## src/fcs_pkg.sv

```systemverilog
// Shared types and constants for the cylindrical Fresnel scale block.
`timescale 1ns / 1ps
package fcs_pkg;

  // Fixed-point one and a quarter turn in Q1.30.
  localparam logic [30:0] ONE_Q30     = 31'h4000_0000;
  localparam logic [30:0] HALF_PI_Q30 = 31'd1686629713;

  // Odd Taylor series in Horner form, innermost divisor first.
  localparam int HORNER_STEPS = 5;
  localparam logic [6:0] HORNER_DIV [HORNER_STEPS] = '{
    7'd110, 7'd72, 7'd42, 7'd20, 7'd6
  };
  // Reciprocals floor(2^32 / d); the quotient estimate is low by at most one.
  localparam logic [29:0] HORNER_RECIP [HORNER_STEPS] = '{
    30'(64'h1_0000_0000 / 64'd110),
    30'(64'h1_0000_0000 / 64'd72),
    30'(64'h1_0000_0000 / 64'd42),
    30'(64'h1_0000_0000 / 64'd20),
    30'(64'h1_0000_0000 / 64'd6)
  };

  // Sine pipeline: angle scale, square, three stages per step, final product.
  localparam int SIN_LAT = 2 + 3 * HORNER_STEPS + 1;

  // Quotient and root widths of the back end.
  localparam int DIV_BITS  = 80;
  localparam int ROOT_BITS = 40;
  localparam logic [39:0] OUT_MAX = 40'hFF_FFFF_FFFF;

  // Depth of the queue between front and back.
  localparam int QUEUE_DEPTH = 2;
  localparam int QPTR_W      = $clog2(QUEUE_DEPTH);
  localparam int QCNT_W      = $clog2(QUEUE_DEPTH + 1);

  // One classified item as it leaves the front end.
  typedef struct packed {
    logic [31:0] wavelength;
    logic [31:0] distance;
    logic [14:0] sin_open;   // folded angle for |sin B|
    logic [14:0] cos_open;   // folded angle for |cos B|
    logic [14:0] sin_azim;   // folded angle for |sin phi|
    logic        zero_open;  // sin B is exactly zero
  } fcs_item_t;

endpackage

```

## src/fcs_front.sv

```systemverilog
// Front end: takes input beats and folds the angles into a quarter wave.
`timescale 1ns / 1ps
module fcs_front (
  input  logic              clk_i,
  input  logic              rst_ni,
  input  logic              in_valid_i,
  output logic              in_ready_o,
  input  logic [31:0]       wavelength_i,
  input  logic [31:0]       distance_i,
  input  logic [15:0]       azimuth_angle_i,
  input  logic [15:0]       opening_angle_i,
  output logic              push_valid_o,
  output fcs_pkg::fcs_item_t push_item_o,
  input  logic              push_ready_i
);
  import fcs_pkg::*;

  logic      vld_q;
  fcs_item_t item_q;
  fcs_item_t item_d;
  logic      take;

  // Map a binary angle onto 0..16384 within the first quarter wave.
  function automatic logic [14:0] fold(input logic [15:0] a);
    logic [14:0] r;
    r = {1'b0, a[13:0]};
    if (a[14]) begin
      r = 15'd16384 - r;
    end
    return r;
  endfunction

  assign in_ready_o   = !vld_q || push_ready_i;
  assign take         = in_valid_i && in_ready_o;
  assign push_valid_o = vld_q;
  assign push_item_o  = item_q;

  // Classify the beat: folded angles and the zero-opening case.
  always_comb begin
    item_d.wavelength = wavelength_i;
    item_d.distance   = distance_i;
    item_d.sin_open   = fold(opening_angle_i);
    item_d.cos_open   = fold(16'(opening_angle_i + 16'd16384));
    item_d.sin_azim   = fold(azimuth_angle_i);
    item_d.zero_open  = (fold(opening_angle_i) == 15'd0);
  end

  always_ff @(posedge clk_i or negedge rst_ni) begin
    if (!rst_ni) begin
      vld_q <= 1'b0;
    end else if (in_ready_o) begin
      vld_q <= in_valid_i;
    end
  end

  always_ff @(posedge clk_i) begin
    if (take) begin
      item_q <= item_d;
    end
  end

endmodule

```

## config.mk

```make
export PLATFORM = sky130hd
export DESIGN_NAME = fcs_front
export DESIGN_NICKNAME = d
export VERILOG_FILES = /design/src/fcs_pkg.sv /design/src/fcs_front.sv
export SDC_FILE = /design/constraint.sdc
export NUM_CORES = 1
export LEC_CHECK = 0
export BUFFER_PORTS_ARGS = -buffer_cell sky130_fd_sc_hd__buf_2
export CAP_MARGIN = 20
export CORE_MARGIN = 2
export CORE_UTILIZATION = 30
export DETAILED_ROUTE_END_ITERATION = 8
export PLACE_DENSITY = 0.55
export SKIP_LAST_GASP = 1
export SLEW_MARGIN = 40
export SYNTH_ARGS = -nofsm -noshare
export SYNTH_HDL_FRONTEND = slang
export SYNTH_SLANG_ARGS = --single-unit
```

## constraint.sdc

```tcl
create_clock -name clk_i -period 4 [get_ports clk_i]
set_clock_uncertainty 0.2 [all_clocks]
set_input_delay 0 -clock clk_i [delete_from_list [all_inputs] [get_ports clk_i]]
set_output_delay 0 -clock clk_i [all_outputs]
set_load 0.005 [all_outputs]
```

Word-level counts from Yosys, hierarchy flattened
Index checks and enable logic that the tools add are counted.
Storage, ports and cells
  output and inout bits: 112
  register bits: 111
  input port bits: 100
Operators by class
  muxes and demuxes: 3
  reductions and logical operators: 4
  $add $sub $neg: 4
Operator list (count)
  $sub A15 B14 Y15 const A: 3
  $mux W14: 2
  $add A15 B15 Y15 const B: 1
  $logic_not A15 Y1: 1
  $mux W15: 1
  $logic_and A1 B1 Y1: 1
  $logic_not A1 Y1: 1
  $logic_or A1 B1 Y1: 1

Longest topological paths before layout
  depth after elaboration: 3
  gate-level depth with buffers: 7

Worst setup path before layout
No wires, ideal clock.
  path type: register -> register
  from: register vld_q, in the netlist push_valid_o
  to: register item_q (netlist bit push_item_o[0]) (enable)
  data required time: 3.319 ns
  path buffers: 0
  path slack: 0.279 ns
  cell stages (with the launch flop): 3
  arrival time: 3.040 ns
  setup time: 0.481 ns
  cell sequence: dfrtp_1 > nand2b_1 > and2_1
Between the ends
  cells in the longest elaborated chain, start to end: 3
Ends and longest elaborated chain
  start: declaration: line fcs_front.sv:18  | logic vld_q;
  start signal: assignment: line fcs_front.sv:52  | vld_q <= in_valid_i;
  $logic_not A1 Y1: line fcs_front.sv:33  | assign in_ready_o = !vld_q || push_ready_i;
  $logic_or A1 B1 Y1: line fcs_front.sv:33
  via in_ready_o: line fcs_front.sv:7  | output logic in_ready_o,
  $logic_and A1 B1 Y1: line fcs_front.sv:34  | assign take = in_valid_i && in_ready_o;
  via take: line fcs_front.sv:21  | logic take;
  end signal: assignment: line fcs_front.sv:58  | item_q <= item_d;
  end: declaration: line fcs_front.sv:19  | fcs_item_t item_q;
The timed path passes the listed nets, and every way through them passes these cells.
A chain may end at the register's enable or synchronous reset.

==> out/qor.txt <==
=================================================================================
Result of the run .................................................. finished, final reports clean
Number of rows created at floorplan ................................           44
Source-to-sink clock delay at the later pin of the worst-skew pair .      0.35 ns
Highest cell delay on the worst timing path ........................      0.56 ns
Net count after synthesis ..........................................          379
Leakage dissipation ................................................      2.87 nW
Synth Area per Inst ................................................     16.1 µm²
Maximum number of pins on one net before global-route repair .......           63
Worst slew margin ..................................................        56.5%
Detailed route wirelength on metal3 ................................       760 µm
Number of buffers created by CTS ...................................            9
Horizontal die dimension ...........................................       126 µm
Worst reg2reg startpoint ........................................... push_valid_o
Antenna violations before repair ...................................            0
Critical path arrival ..............................................      2.73 ns
Number of cells on the worst reg-to-reg path .......................            4
Final routed wire length divided by cell count .....................      15.1 µm
Power density over the cells .......................................   377 mW/mm²
1st-pass router iterations .........................................            4
Total instance count after detailed placement ......................          654
Upper clock frequency limit ........................................    0.354 GHz
Routed length on met1 ..............................................      4.79 mm
TritonCTS sink count ...............................................          110
Buffer levels on the longest clock path ............................            2
Setup TNS Final ....................................................         0 ns
Floorplan core area ................................................   0.0145 mm²
Synth Instances ....................................................          276
CTS hold repair buffers ............................................          110
Layout Utilization .................................................        48.7%
Wire length of the first global-routing pass .......................      18.2 mm
Number of flops mapped to enable cells by yosys ....................          109
Setup Crit Path Kind ............................................... input port to flip-flop
Port buffer count ..................................................          209
Clock tree from TritonCTS ..........................................        built
Post-CTS setup repair buffer count .................................            0
DR iter-0 viols ....................................................          184
Half-perimeter wire length after detailed placement ................      7.97 mm
I/O Pins ...........................................................          212
Total of max-cap violations ........................................            0
Area added between synthesis and finish ............................        59.3%
Share of layout cells above drive strength 1 .......................        39.9%
Cell area after technology mapping .................................  0.00445 mm²
Number of slew-limit violations in the final report ................            0
Most used standard cell by instance count after synthesis .......... sky130_fd_sc_hd__edfxtp_1
Uppermost routed layer .............................................         met4
Synth cell count leaders ........................................... 109 x sky130_fd_sc_hd__edfxtp_1, 23 x sky130_fd_sc_hd__xnor2_1, 17 x sky130_fd_sc_hd__nand2_1
Share of the clock period used by the worst path ...................        70.6%
Routed wl met2 .....................................................      5.94 mm
Highest-delay cell along the critical path ......................... sky130_fd_sc_hd__or4_4
Source of the worst hold timing path ............................... opening_angle_i[14]
Number of warnings printed during yosys synthesis ..................            0
Vias post-DR .......................................................         3474
GRT Residual Overflow ..............................................            0
Largest voltage drop on the vdd net ................................       191 µV
Prevailing post-synth register cell ................................ sky130_fd_sc_hd__edfxtp_1
WP data required ...................................................      3.91 ns
CP Cell Sequence ................................................... dlygate4sd3_1 -> buf_2 -> or4_4 -> or4_1 -> o31ai_1 -> xnor2_1 -> dlygate4sd3_1
Class of the worst hold path ....................................... input port to flip-flop
Root cell of the clock tree ........................................ sky130_fd_sc_hd__clkbuf_16
Via count of the first global-routing pass .........................         3469
Worst Setup Start Kind .............................................   input port
Portion of synthesized cell area occupied by the leading cell type .        73.6%
Fill cell count ....................................................         1259
Setup repair after global routing missed its margin ................        false
Launch point of the critical path .................................. opening_angle_i[6]
Min Tclk post-route ................................................      2.82 ns
Detailed-route vias per instance ...................................         4.45
Post-route insts no fill ...........................................          781
Number of register bits inferred by synthesis ......................          110
Maximum fanout along the worst path ................................            7
Final hold vios ....................................................            0
Actual slew at the worst max-slew pin ..............................     0.653 ns
Library cell with the largest summed area after synthesis .......... sky130_fd_sc_hd__edfxtp_1
Most repeated library cell on the critical path .................... sky130_fd_sc_hd__dlygate4sd3_1
Proportion of synthesized chip area in sequential cells ............        74.2%
Share of synthesized registers carrying an async set or reset ......       0.909%
Routed Wire Length .................................................      11.8 mm
Cells resized by post-CTS repair ...................................            0
Total die area .....................................................   0.0158 mm²
Final weighted congestion in routability-driven placement ..........        0.758
Number of DRC violations after detailed routing ....................            0
Type of destination of the critical path ...........................    flip-flop
Cell depth of the worst hold path ..................................            3
Clock H-tree levels ................................................            3
Initial Util .......................................................        30.6%
Number of nets with antenna violations after routing ...............            0
Most area-consuming cells after synthesis .......................... sky130_fd_sc_hd__edfxtp_1 74%, sky130_fd_sc_hd__xnor2_1 4.5%, sky130_fd_sc_hd__xor2_1 2.6%
Vertical die dimension .............................................       126 µm
# nets final .......................................................          695
Unique cell type count in the Yosys netlist ........................           44
Total track usage ..................................................        14.9%
Register clock-pin slew on the reported worst setup and hold paths .      0.07 ns
Ant. Diodes ........................................................            0
Final setup violation count ........................................            0
=================================================================================
[metal layers]
layer | GRT usage (%) | up-vias
li1 | - | 1663
met1 | 17.4 | 1662
met2 | 25.6 | 135
met3 | 4.08 | 14
met4 | 7.24 | 0
met5 | 0 | -
[where the power goes]
part | total, mW | leakage (nW) | switching [mW] | internal [mW]
combinational | 0.355 | 1.67 | 0.159 | 0.196
clock | 0.941 | 0.151 | 0.441 | 0.500
sequential | 1.37 | 1.05 | 0.0172 | 1.36
total | 2.67 | 2.87 | 0.617 | 2.05
[sequential cells by signal, summed over array words and instances, names as in the netlist]
signal and cells:
push_item_o 109, push_valid_o 1
[worst max-delay path, delay by kind of cell]
kind	cells	cell delay, ns
AOI/OAI and AO/OA	1	0.28
xor gates and xnor gates	1	0.10
buffers and inverters	3	1.27
and+or+nand+nor	2	1.07
[cells in the final DEF (no fill, tap or decap), drive strengths merged, types with 2 or more instances in the layout]
master | netlist | final
o32ai | 2 | 2
a211o | 2 | 2
xnor2 | 23 | 23
nand3 | 2 | 2
nand2 | 17 | 17
o31ai | 5 | 5
inv | 5 | 7
nor2 | 13 | 13
ha | 3 | 3
a21oi | 3 | 3
nor2b | 6 | 6
mux2 | 3 | 3
clkbuf | 9 | 9
xor2 | 13 | 13
nand2b | 7 | 7
edfxtp | 109 | 109
buf | 8 | 212
or4 | 7 | 7
clkinv | 0 | 3
dlygate4sd3 | 0 | 110
nor4 | 2 | 2
o21ai | 8 | 8
o41ai | 2 | 2
nor3 | 3 | 3
or3 | 8 | 8
[stage by stage]
step	power (mW)	cell area, µm²	hold slack [ns]	worst slack [ns]
finish	2.67	7080	0.136	1.18
global placement	1.66	5650	-0.419	1.43
detailed placement	1.66	5650	-0.423	1.37
CTS	2.70	7060	0.123	1.20
floorplan	1.52	4450	-0.496	0.279
global route	2.80	7080	0.140	1.08
[final timing paths]
check | end | slack [ns]
max reg2reg | push_item_o[11] | 1.90
max in group asynchronous | push_valid_o | 3.22
max | push_item_o[42] | 1.18
min reg2reg | push_item_o[89] | 0.74
min in group asynchronous | push_valid_o | 0.28
min | push_item_o[43] | 0.14
[layout make-up]
class,instances,area [µm²],share of cell area (%)
Clock buffer,9,225,3.18
Tap cell,184,230,3.25
Multi-Input combinational cell,144,1040,14.7
Inverter,5,18.8,0.265
Clock inverter,7,91.3,1.29
Sequential cell,110,3300,46.6
Timing Repair Buffer,322,2180,30.8
[logic make-up (layout without fill, tap and decap cells)]
kind of cell | after synthesis | count (layout) | share of synthesized area [%]
fa+ha+maj | 3 | 3 | 0.844
mux | 4 | 4 | 1.07
xor+xnor | 36 | 36 | 7.09
compound gates | 28 | 28 | 4.92
simple gates | 73 | 73 | 9.37
flops | 110 | 110 | 74.2
buf+inv | 22 | 343 | 2.53
Power figures use the tool's default switching activity.
