--- src/fcs_pkg.sv ---
// Shared types and constants for the cylindrical Fresnel scale block.
`timescale 1ns / 1ps
package fcs_pkg;

  // Fixed-point one and a quarter turn in Q1.30.
  localparam logic [30:0] ONE_Q30     = 31'h4000_0000;
  localparam logic [30:0] HALF_PI_Q30 = 31'd1686629713;

  // Odd Taylor series in Horner form, innermost divisor first.
  localparam int HORNER_STEPS = 5;
  localparam logic [6:0] HORNER_DIV [HORNER_STEPS] = '{
    7'd110, 7'd72, 7'd42, 7'd20, 7'd6
  };
  // Reciprocals floor(2^32 / d); the quotient estimate is low by at most one.
  localparam logic [29:0] HORNER_RECIP [HORNER_STEPS] = '{
    30'(64'h1_0000_0000 / 64'd110),
    30'(64'h1_0000_0000 / 64'd72),
    30'(64'h1_0000_0000 / 64'd42),
    30'(64'h1_0000_0000 / 64'd20),
    30'(64'h1_0000_0000 / 64'd6)
  };

  // Sine pipeline: angle scale, square, three stages per step, final product.
  localparam int SIN_LAT = 2 + 3 * HORNER_STEPS + 1;

  // Quotient and root widths of the back end.
  localparam int DIV_BITS  = 80;
  localparam int ROOT_BITS = 40;
  localparam logic [39:0] OUT_MAX = 40'hFF_FFFF_FFFF;

  // Depth of the queue between front and back.
  localparam int QUEUE_DEPTH = 2;
  localparam int QPTR_W      = $clog2(QUEUE_DEPTH);
  localparam int QCNT_W      = $clog2(QUEUE_DEPTH + 1);

  // One classified item as it leaves the front end.
  typedef struct packed {
    logic [31:0] wavelength;
    logic [31:0] distance;
    logic [14:0] sin_open;   // folded angle for |sin B|
    logic [14:0] cos_open;   // folded angle for |cos B|
    logic [14:0] sin_azim;   // folded angle for |sin phi|
    logic        zero_open;  // sin B is exactly zero
  } fcs_item_t;

endpackage

--- src/fcs_queue.sv ---
// Short queue that decouples the front end from the back end.
`timescale 1ns / 1ps
module fcs_queue (
  input  logic              clk_i,
  input  logic              rst_ni,
  input  logic              push_valid_i,
  input  fcs_pkg::fcs_item_t push_item_i,
  output logic              push_ready_o,
  output logic              pop_valid_o,
  output fcs_pkg::fcs_item_t pop_item_o,
  input  logic              pop_ready_i
);
  import fcs_pkg::*;

  fcs_item_t          mem_q [QUEUE_DEPTH];
  logic [QPTR_W-1:0]  wr_ptr_q;
  logic [QPTR_W-1:0]  rd_ptr_q;
  logic [QCNT_W-1:0]  cnt_q;
  logic               push;
  logic               pop;

  assign push_ready_o = (cnt_q != QCNT_W'(QUEUE_DEPTH));
  assign pop_valid_o  = (cnt_q != '0);
  assign pop_item_o   = mem_q[rd_ptr_q];
  assign push         = push_valid_i && push_ready_o;
  assign pop          = pop_valid_o && pop_ready_i;

  // Pointers and fill count.
  always_ff @(posedge clk_i or negedge rst_ni) begin
    if (!rst_ni) begin
      wr_ptr_q <= '0;
      rd_ptr_q <= '0;
      cnt_q    <= '0;
    end else begin
      if (push) begin
        wr_ptr_q <= wr_ptr_q + 1'b1;
      end
      if (pop) begin
        rd_ptr_q <= rd_ptr_q + 1'b1;
      end
      if (push && !pop) begin
        cnt_q <= cnt_q + 1'b1;
      end else if (pop && !push) begin
        cnt_q <= cnt_q - 1'b1;
      end
    end
  end

  // Entry storage.
  always_ff @(posedge clk_i) begin
    if (push) begin
      mem_q[wr_ptr_q] <= push_item_i;
    end
  end

  a_cnt_bound: assert property (@(posedge clk_i) disable iff (!rst_ni)
    cnt_q <= QCNT_W'(QUEUE_DEPTH))
    else $error("queue fill count above depth");

endmodule

--- config.mk ---
export PLATFORM = sky130hd
export DESIGN_NAME = fcs_queue
export DESIGN_NICKNAME = d
export VERILOG_FILES = /design/src/fcs_pkg.sv /design/src/fcs_queue.sv
export SDC_FILE = /design/constraint.sdc
export NUM_CORES = 1
export LEC_CHECK = 0
export ABC_CLOCK_PERIOD_IN_PS = 6000
export BUFFER_PORTS_ARGS = -buffer_cell sky130_fd_sc_hd__buf_2
export CORE_ASPECT_RATIO = 0.5
export CORE_UTILIZATION = 41
export DETAILED_ROUTE_END_ITERATION = 8
export PLACE_DENSITY = 0.72
export SLEW_MARGIN = 10
export SYNTH_ARGS = -nofsm -noshare
export SYNTH_HDL_FRONTEND = slang
export SYNTH_SLANG_ARGS = --single-unit
export TNS_END_PERCENT = 100
--- constraint.sdc ---
create_clock -name clk_i -period 6 [get_ports clk_i]
set_clock_uncertainty 0.15 [all_clocks]
set_input_delay 1.5 -clock clk_i [delete_from_list [all_inputs] [get_ports clk_i]]
set_output_delay 1.5 -clock clk_i [all_outputs]
set_load 0.01 [all_outputs]
# Word level (Yosys, flattened, before mapping)
# Memories as Yosys holds them, arrays and structs flattened.
# Cells that the tools add are included.
# word_totals
ff_bits	4
ramBits	220
in_bits	114
output_inout_bits	112
word_cells	21
n_memories	1
# memory_table
name	depth	word_bits	read_ports	rd_clocked_by_memory_dff	wr	line_no	text
mem_q	2	110	1	0	1	fcs_queue.sv:15	fcs_item_t mem_q [QUEUE_DEPTH];
# op_classes
addsub	4
eq_ne	1
muxes	4
n_reduce_logical	8
# ops
op	count
$logic_and 1x1->1	4
$mux 2	2
$reduce_bool 2->1	2
$add 1x1->1 const B	2
$add 2x1->2 const B	1
$logic_not 1->1	2
$mux 1	2
$ne 2x2->1 const B	1
$sub 2x1->2 const B	1

# Logic depth before layout (Yosys ltp)
# Gate-level depths: netlist of run 1.
# depth
word_depth	6
depth_mapped	7
depth_no_buf	7

# Worst setup path after synthesis of run 1
# OpenSTA, ideal clock, no wires.
# synth_timing
kind	input -> register
from	input push_valid_i
to	memory mem_q[0][0] (netlist bit), enable pin
setup_time_ps	580
arrival_time_ps	6167
path_slack_ps	-897
path_stages	2
path_buffers	0
path_cell_list	nand2_1 -> nor2_1
# synth_between
elab_chain_cells	3
# synth_lines
element	line_no	text
from (decl)	fcs_queue.sv:6	input logic push_valid_i,
$logic_and 1x1->1	fcs_queue.sv:25	assign push = push_valid_i && push_ready_o;
$mux 1	fcs_queue.sv:51	if (push) begin
$mux 1 (not written as such)	fcs_queue.sv:52	mem_q[wr_ptr_q] <= push_item_i;
to (decl)	fcs_queue.sv:15	
# No other way between the ends.

==> impl_results.md, run 1 <==
* Status: finished, final reports clean
* Antenna diodes at 0
* Number of global-route vias before repair at 4148
* Worst-path fanout max at 56
* DRT Pass-1 Iters at 5
* Reg power frac at roughly 47%
* RSZ-0062 raised after global routing: false
* Slowest stage delay, CP at around 0.94 ns
* Final hold slack at roughly 0.34 ns
* Power Density at roughly 480 nW/µm²
* Final setup viols at 0
* Post-Syn Area at 8160 µm²
* Antenna violations before repair at 0
* Final Cell Area at ~10000 µm²
* WP data arrival at 2.39 ns
* Reg clk slew, reported paths at approximately 0.06 ns
* Crit share post-route at about two thirds
* F_max at 248 MHz
* Root buf cell: clkbuf_16
* Row Count at 36
* DIE WIDTH at 202 µm
* Total number of vias at 4100
* WS Path Type: register to primary output
* Fin crit period at a little over 4 ns
* Post-route DRC at 0
* CP delay by family, top: flip-flops
* Most frequent cells in the layout: 225 x buf_2, 220 x edfxtp_1, 110 x mux2_2
* Switching Power at around 1.4 mW
* CP bufs+invs at 2
* Io pins at ~230
* HPWL Detailed at 9930 µm
* DIE HEIGHT at around 100 µm
* Post-Syn Instances at 360
* Worst Path Required at between 4 and 5 ns
* Worst skew pair latency at 0.48 ns
* Switching Share at around 29%
* Area of the multi-input gates at ~1300 µm²
* Syn avg cell area at ~23 µm²
* Seq cells post-synth at between 200 and 250
* DR vias/cell at ~4.7
* Critical-path cell with the highest stage delay: dfrtp_4
* Die area at around 20000 µm²
* Grt total ovfl at 0
* Clock power frac at around a quarter
* Largest net degree at the start of global routing at 72
* CP endpoint kind: primary output
* Inserted Clock Buffers at 21
* Clock sink count at between 200 and 250
* Core area at between 15000 and 20000 µm²
* CP Cell Sequence: buf_12 -> mux2_2 -> buf_2
* Slew Viols, Final at 0
* IO buf count at ~230
* Pint at around 3.5 mW
* HP Class: register to register
* Final WL at 15100 µm
* Initial Utilization at a little over two fifths
* Combinational power share at 28.1%
* YS warnings at 0
* Deepest clock path buffer count at 3
* Post-Place Cell Area at 9560 µm²
* Final hold violations at 0
* Relative slew margins at 33.7%
* DR iter-0 viols at about 150
* FF+latch area at roughly 6700 µm²
* Final TNS setup at 0 ns
* GP Congestion at roughly 0.7
* Peak VDD IR at between 0.0002 and 0.00025 V
* # hold bufs at CTS at 0
* H-tree depth at 1
* Post-CTS sizing at 0
* Seq/Total Area, Yosys at a little over 80%
* Startpoint types: register
* Post-route ant nets at 0
* Area delta synth->final at 24.7%
* Total global-route track usage at 14.1%
* Leakage at around 3.8 nW
* Worst Tran Pin Value at between 0.9 and 1 ns
* Filler instances at 1600
* First-pass GRT wire length at between 20000 and 25000 µm
* Post-CTS Setup Repair Bufs at 0
* Proportion of layout cells with a drive suffix above 1 at between 60% and 70%
* DR WL/cell at about 17 µm
* Post-synth net total at roughly 480
* Unique cell type count in the Yosys netlist at 14
* CTS tree: yes
* Maximum Capacitance Violations at 0
* # nets final at 716
* Commonest non-fill, non-tap cell in the layout: buf_2
[state kept, by name, indices dropped and copies added, names as in the netlist]
signal / count
wr_ptr_q: 1
cnt_q: 2
mem_q: 220
rd_ptr_q: 1
[power groups by stage]
| stage | combinational (mW) | clock (mW) | sequential [mW] |
|---|---|---|---|
| 2_1_floorplan | 0.973 | 0 | 2.26 |
| 3_3_place_gp | 1.38 | 0 | 2.31 |
| 3_5_place_dp | 1.39 | 0 | 2.33 |
| 4_1_cts | 1.40 | 1.24 | 2.30 |
| 5_1_grt | 1.47 | 1.30 | 2.33 |
| 6_report | 1.37 | 1.20 | 2.29 |
[kinds of logic (layout without fill, tap and decap cells)]
family / Yosys count / after routing / synth area share [%]
xor+xnor: 5 / 5 / 0.537
fa+ha+maj: 1 / 1 / 0.153
buf+inv: 13 / 267 / 1.55
flops: 224 / 224 / 82.2
mux: 110 / 110 / 15.2
simple gates: 7 / 7 / 0.414
[path summary, 6_finish.rpt]
check	from	endpoint	slack, ns	cells past startpoint
setup / recovery	rd_ptr_q	pop_item_o[58]	1.96	3
hold / removal	cnt_q[1]	cnt_q[1]	0.34	1
setup reg to reg	cnt_q[0]	mem_q[0][44]	3.63	4
hold reg to reg	cnt_q[1]	cnt_q[1]	0.34	1
max in group asynchronous	rst_ni	rd_ptr_q	4.89	1
min in group asynchronous	rst_ni	cnt_q[1]	0.66	1
[synth_stat cells]
cell      count  area [µm²]
edfxtp_1    220        6610
nand2b_1      1        6.26
nor2_1        2        7.51
mux2_2      110        1240
buf_6        10         113
buf_2         2        10.0
ha_1          1        12.5
dfrtp_1       4         100
xnor2_1       3        26.3
and3_1        1        6.26
or2_2         1        6.26
inv_1         1        3.75
xor2_1        2        17.5
nand2_1       2        7.51
[cell type report]
cell class,instances,area share (%)
clock buffers,22,5.20
clock inverters,14,0.848
inverters,1,0.0369
multi-input cells,123,13.2
flip-flops and latches,224,65.9
well taps,266,3.27
repair buffers,230,11.6
[per-stage QoR]
| stage | power [mW] | setup slack, ns | utilization (%) | cells |
|---|---|---|---|---|
| detailed placement | 3.72 | 2.44 | 49.2 | 844 |
| CTS | 4.94 | 1.90 | 52.3 | 880 |
| global route | 5.11 | 1.83 | 52.3 | 880 |
| finish | 4.86 | 1.96 | 52.3 | 880 |
| floorplan | 3.23 | 0.957 | - | 360 |
| global placement | 3.69 | 2.44 | 49.2 | 844 |
[metal layers]
metal  vias up  part of all wire, %  global-route usage [%]
li1       1920                    -                       -
met1      2073                   39                    16.2
met2        79                   55                    26.8
met3        28                  3.3                    3.19
met4         0                  2.5                    4.25
met5         -                    0                       0
Power figures use the tool's default switching activity.
==> inputs of run 2 (changes only) <==
Settings changed: ABC_CLOCK_PERIOD_IN_PS 6000 to 4200, PLACE_DENSITY 0.72 to 0.69.
Clock period 6 ns to 4.2 ns, I/O delays scaled along.
==> impl_results.md, run 2 (synthesis gave the netlist of run 1 again) <==
* Failing checks: DRC
* Worst skew pair latency at approximately 0.49 ns
* Relative slew margins at 52.3%
* Worst-path fanout max at 46
* H-tree depth at 1
* Peak VDD IR at 0.000311 V
* First-pass GRT wire length at 22500 µm
* Final TNS setup at 0 ns
* Final hold violations at 0
* Clock sink count at approximately 220
* CTS tree: yes
* Commonest non-fill, non-tap cell in the layout: buf_2
* HP Class: input port to async pin
* Status: finished, violations left
* Biggest register: mem_q
* Slew Viols, Final at 0
* Final hold slack at 0.200 ns
* Final WL at 15600 µm
* DR iter-0 viols at between 150 and 200
* Grt total ovfl at 0
* Inserted Clock Buffers at 21
* DIE HEIGHT at between 100 and 150 µm
* # hold bufs at CTS at 0
* Maximum Capacitance Violations at 0
* DR WL/cell at ~18 µm
* Startpoint types: register
* Post-CTS Setup Repair Bufs at 0
* Deepest clock path buffer count at 3
* Reg clk slew, reported paths at 0.06 ns
* Post-route DRC at 2
* IO buf count at between 200 and 250
* DRT Pass-1 Iters at 6
* WP data arrival at between 2 and 2.5 ns
* Row Count at 36
* Core area at 19500 µm²
* DIE WIDTH at 202 µm
* Largest net degree at the start of global routing at 53
* Largest regs: mem_q x220, cnt_q x2
* GP Congestion at approximately 0.7
* Final WS setup at between 0.7 and 0.8 ns
* Initial Utilization at roughly two fifths
* FF+latch area at about 6700 µm²
* Leakage at just under 4 nW
* Final core occ at 53.2%
* Most frequent cells in the layout: 225 x buf_2, 220 x edfxtp_1, 110 x mux2_2
* Post-route ant nets at 0
* # nets final at a little over 700
* Proportion of layout cells with a drive suffix above 1 at approximately 60%
* Root buf cell: clkbuf_16
* Area of the multi-input gates at 1340 µm²
* Io pins at about 230
* Die area at between 20000 and 25000 µm²
* Number of global-route vias before repair at approximately 4200
* Power Density at roughly 700 nW/µm²
* Dpl ws at ~1.2 ns
* Worst Tran Pin Value at ~0.71 ns
* Area delta synth->final at 26.7%
* Post-CTS sizing at 0
* CP endpoint kind: primary output
* HPWL Detailed at 10300 µm
* Worst Path Required at ~3.0 ns
* Filler instances at between 1500 and 2000
* WS Path Type: register to primary output
* Total global-route track usage at around 15%
* Crit share post-route at 82.4%
* DR vias/cell at ~4.6
* Fin crit period at ~3.5 ns
* Antenna violations before repair at 2
* RSZ-0062 raised after global routing: false
* Total number of vias at approximately 4100
* Max reg flops at 220
* F_max at around 290 MHz
* Final setup viols at 0
run 2: changes by cell type in the layout (fill, tap and decap cells not counted), sizes merged:
| cell | change |
|---|---|
| clkinvlp | -1 |
| bufinv | +4 |
| buf | +3 |
| diode | +2 |
| clkbuf | +2 |
| clkinv | -4 |
run 2: metrics by stage:
stage | area, µm² | instances | power [mW]
2_1_floorplan | 8170 | 360 | 4.59
3_3_place_gp | 9610 | 847 | 5.32
3_5_place_dp | 9610 | 847 | 5.37
4_1_cts | 10300 | 884 | 7.41
5_1_grt | 10300 | 886 | 7.64
6_report | 10300 | 886 | 7.28
run 2: layer usage:
metal	GRT usage [%]	share of wire, %
met5	0	0
met4	5.13	1.7
met3	3.31	3.7
met2	27.3	56
met1	16.6	39
run 2: path summary, 6_finish.rpt:
kind	startpoint	slack, ns	end	cells past startpoint
setup reg to reg	cnt_q[0]	2.02	mem_q[1][49]	3
max in group asynchronous	rst_ni	3.56	rd_ptr_q	1
min in group clk_i	cnt_q[1]	0.34	cnt_q[1]	1
hold reg to reg	cnt_q[1]	0.34	cnt_q[1]	1
hold / removal	rst_ni	0.20	rd_ptr_q	1
setup / recovery	rd_ptr_q	0.74	pop_item_o[45]	3
run 2: critical path, cell delays in order (launching register included):
cell and delay [ns]:
dfrtp_4 0.83, buf_12 0.33, mux2_2 0.39, buf_2 0.14
run 2: power by group:
| part | switching, mW | internal, mW | total, mW |
|---|---|---|---|
| Sequential | 0.191 | 3.05 | 3.24 |
| Combinational | 1.08 | 0.953 | 2.03 |
| Clock | 0.784 | 1.22 | 2.01 |
run 2: cell type report:
| type | count | area share (%) |
|---|---|---|
| antenna | 2 | 0.0484 |
| clock buffer | 24 | 5.19 |
| clock inverter | 13 | 1.83 |
| inverter | 1 | 0.0363 |
| multi-input combinational | 123 | 13.0 |
| sequential | 224 | 64.9 |
| tap | 266 | 3.22 |
| timing repair buffer | 233 | 11.8 |
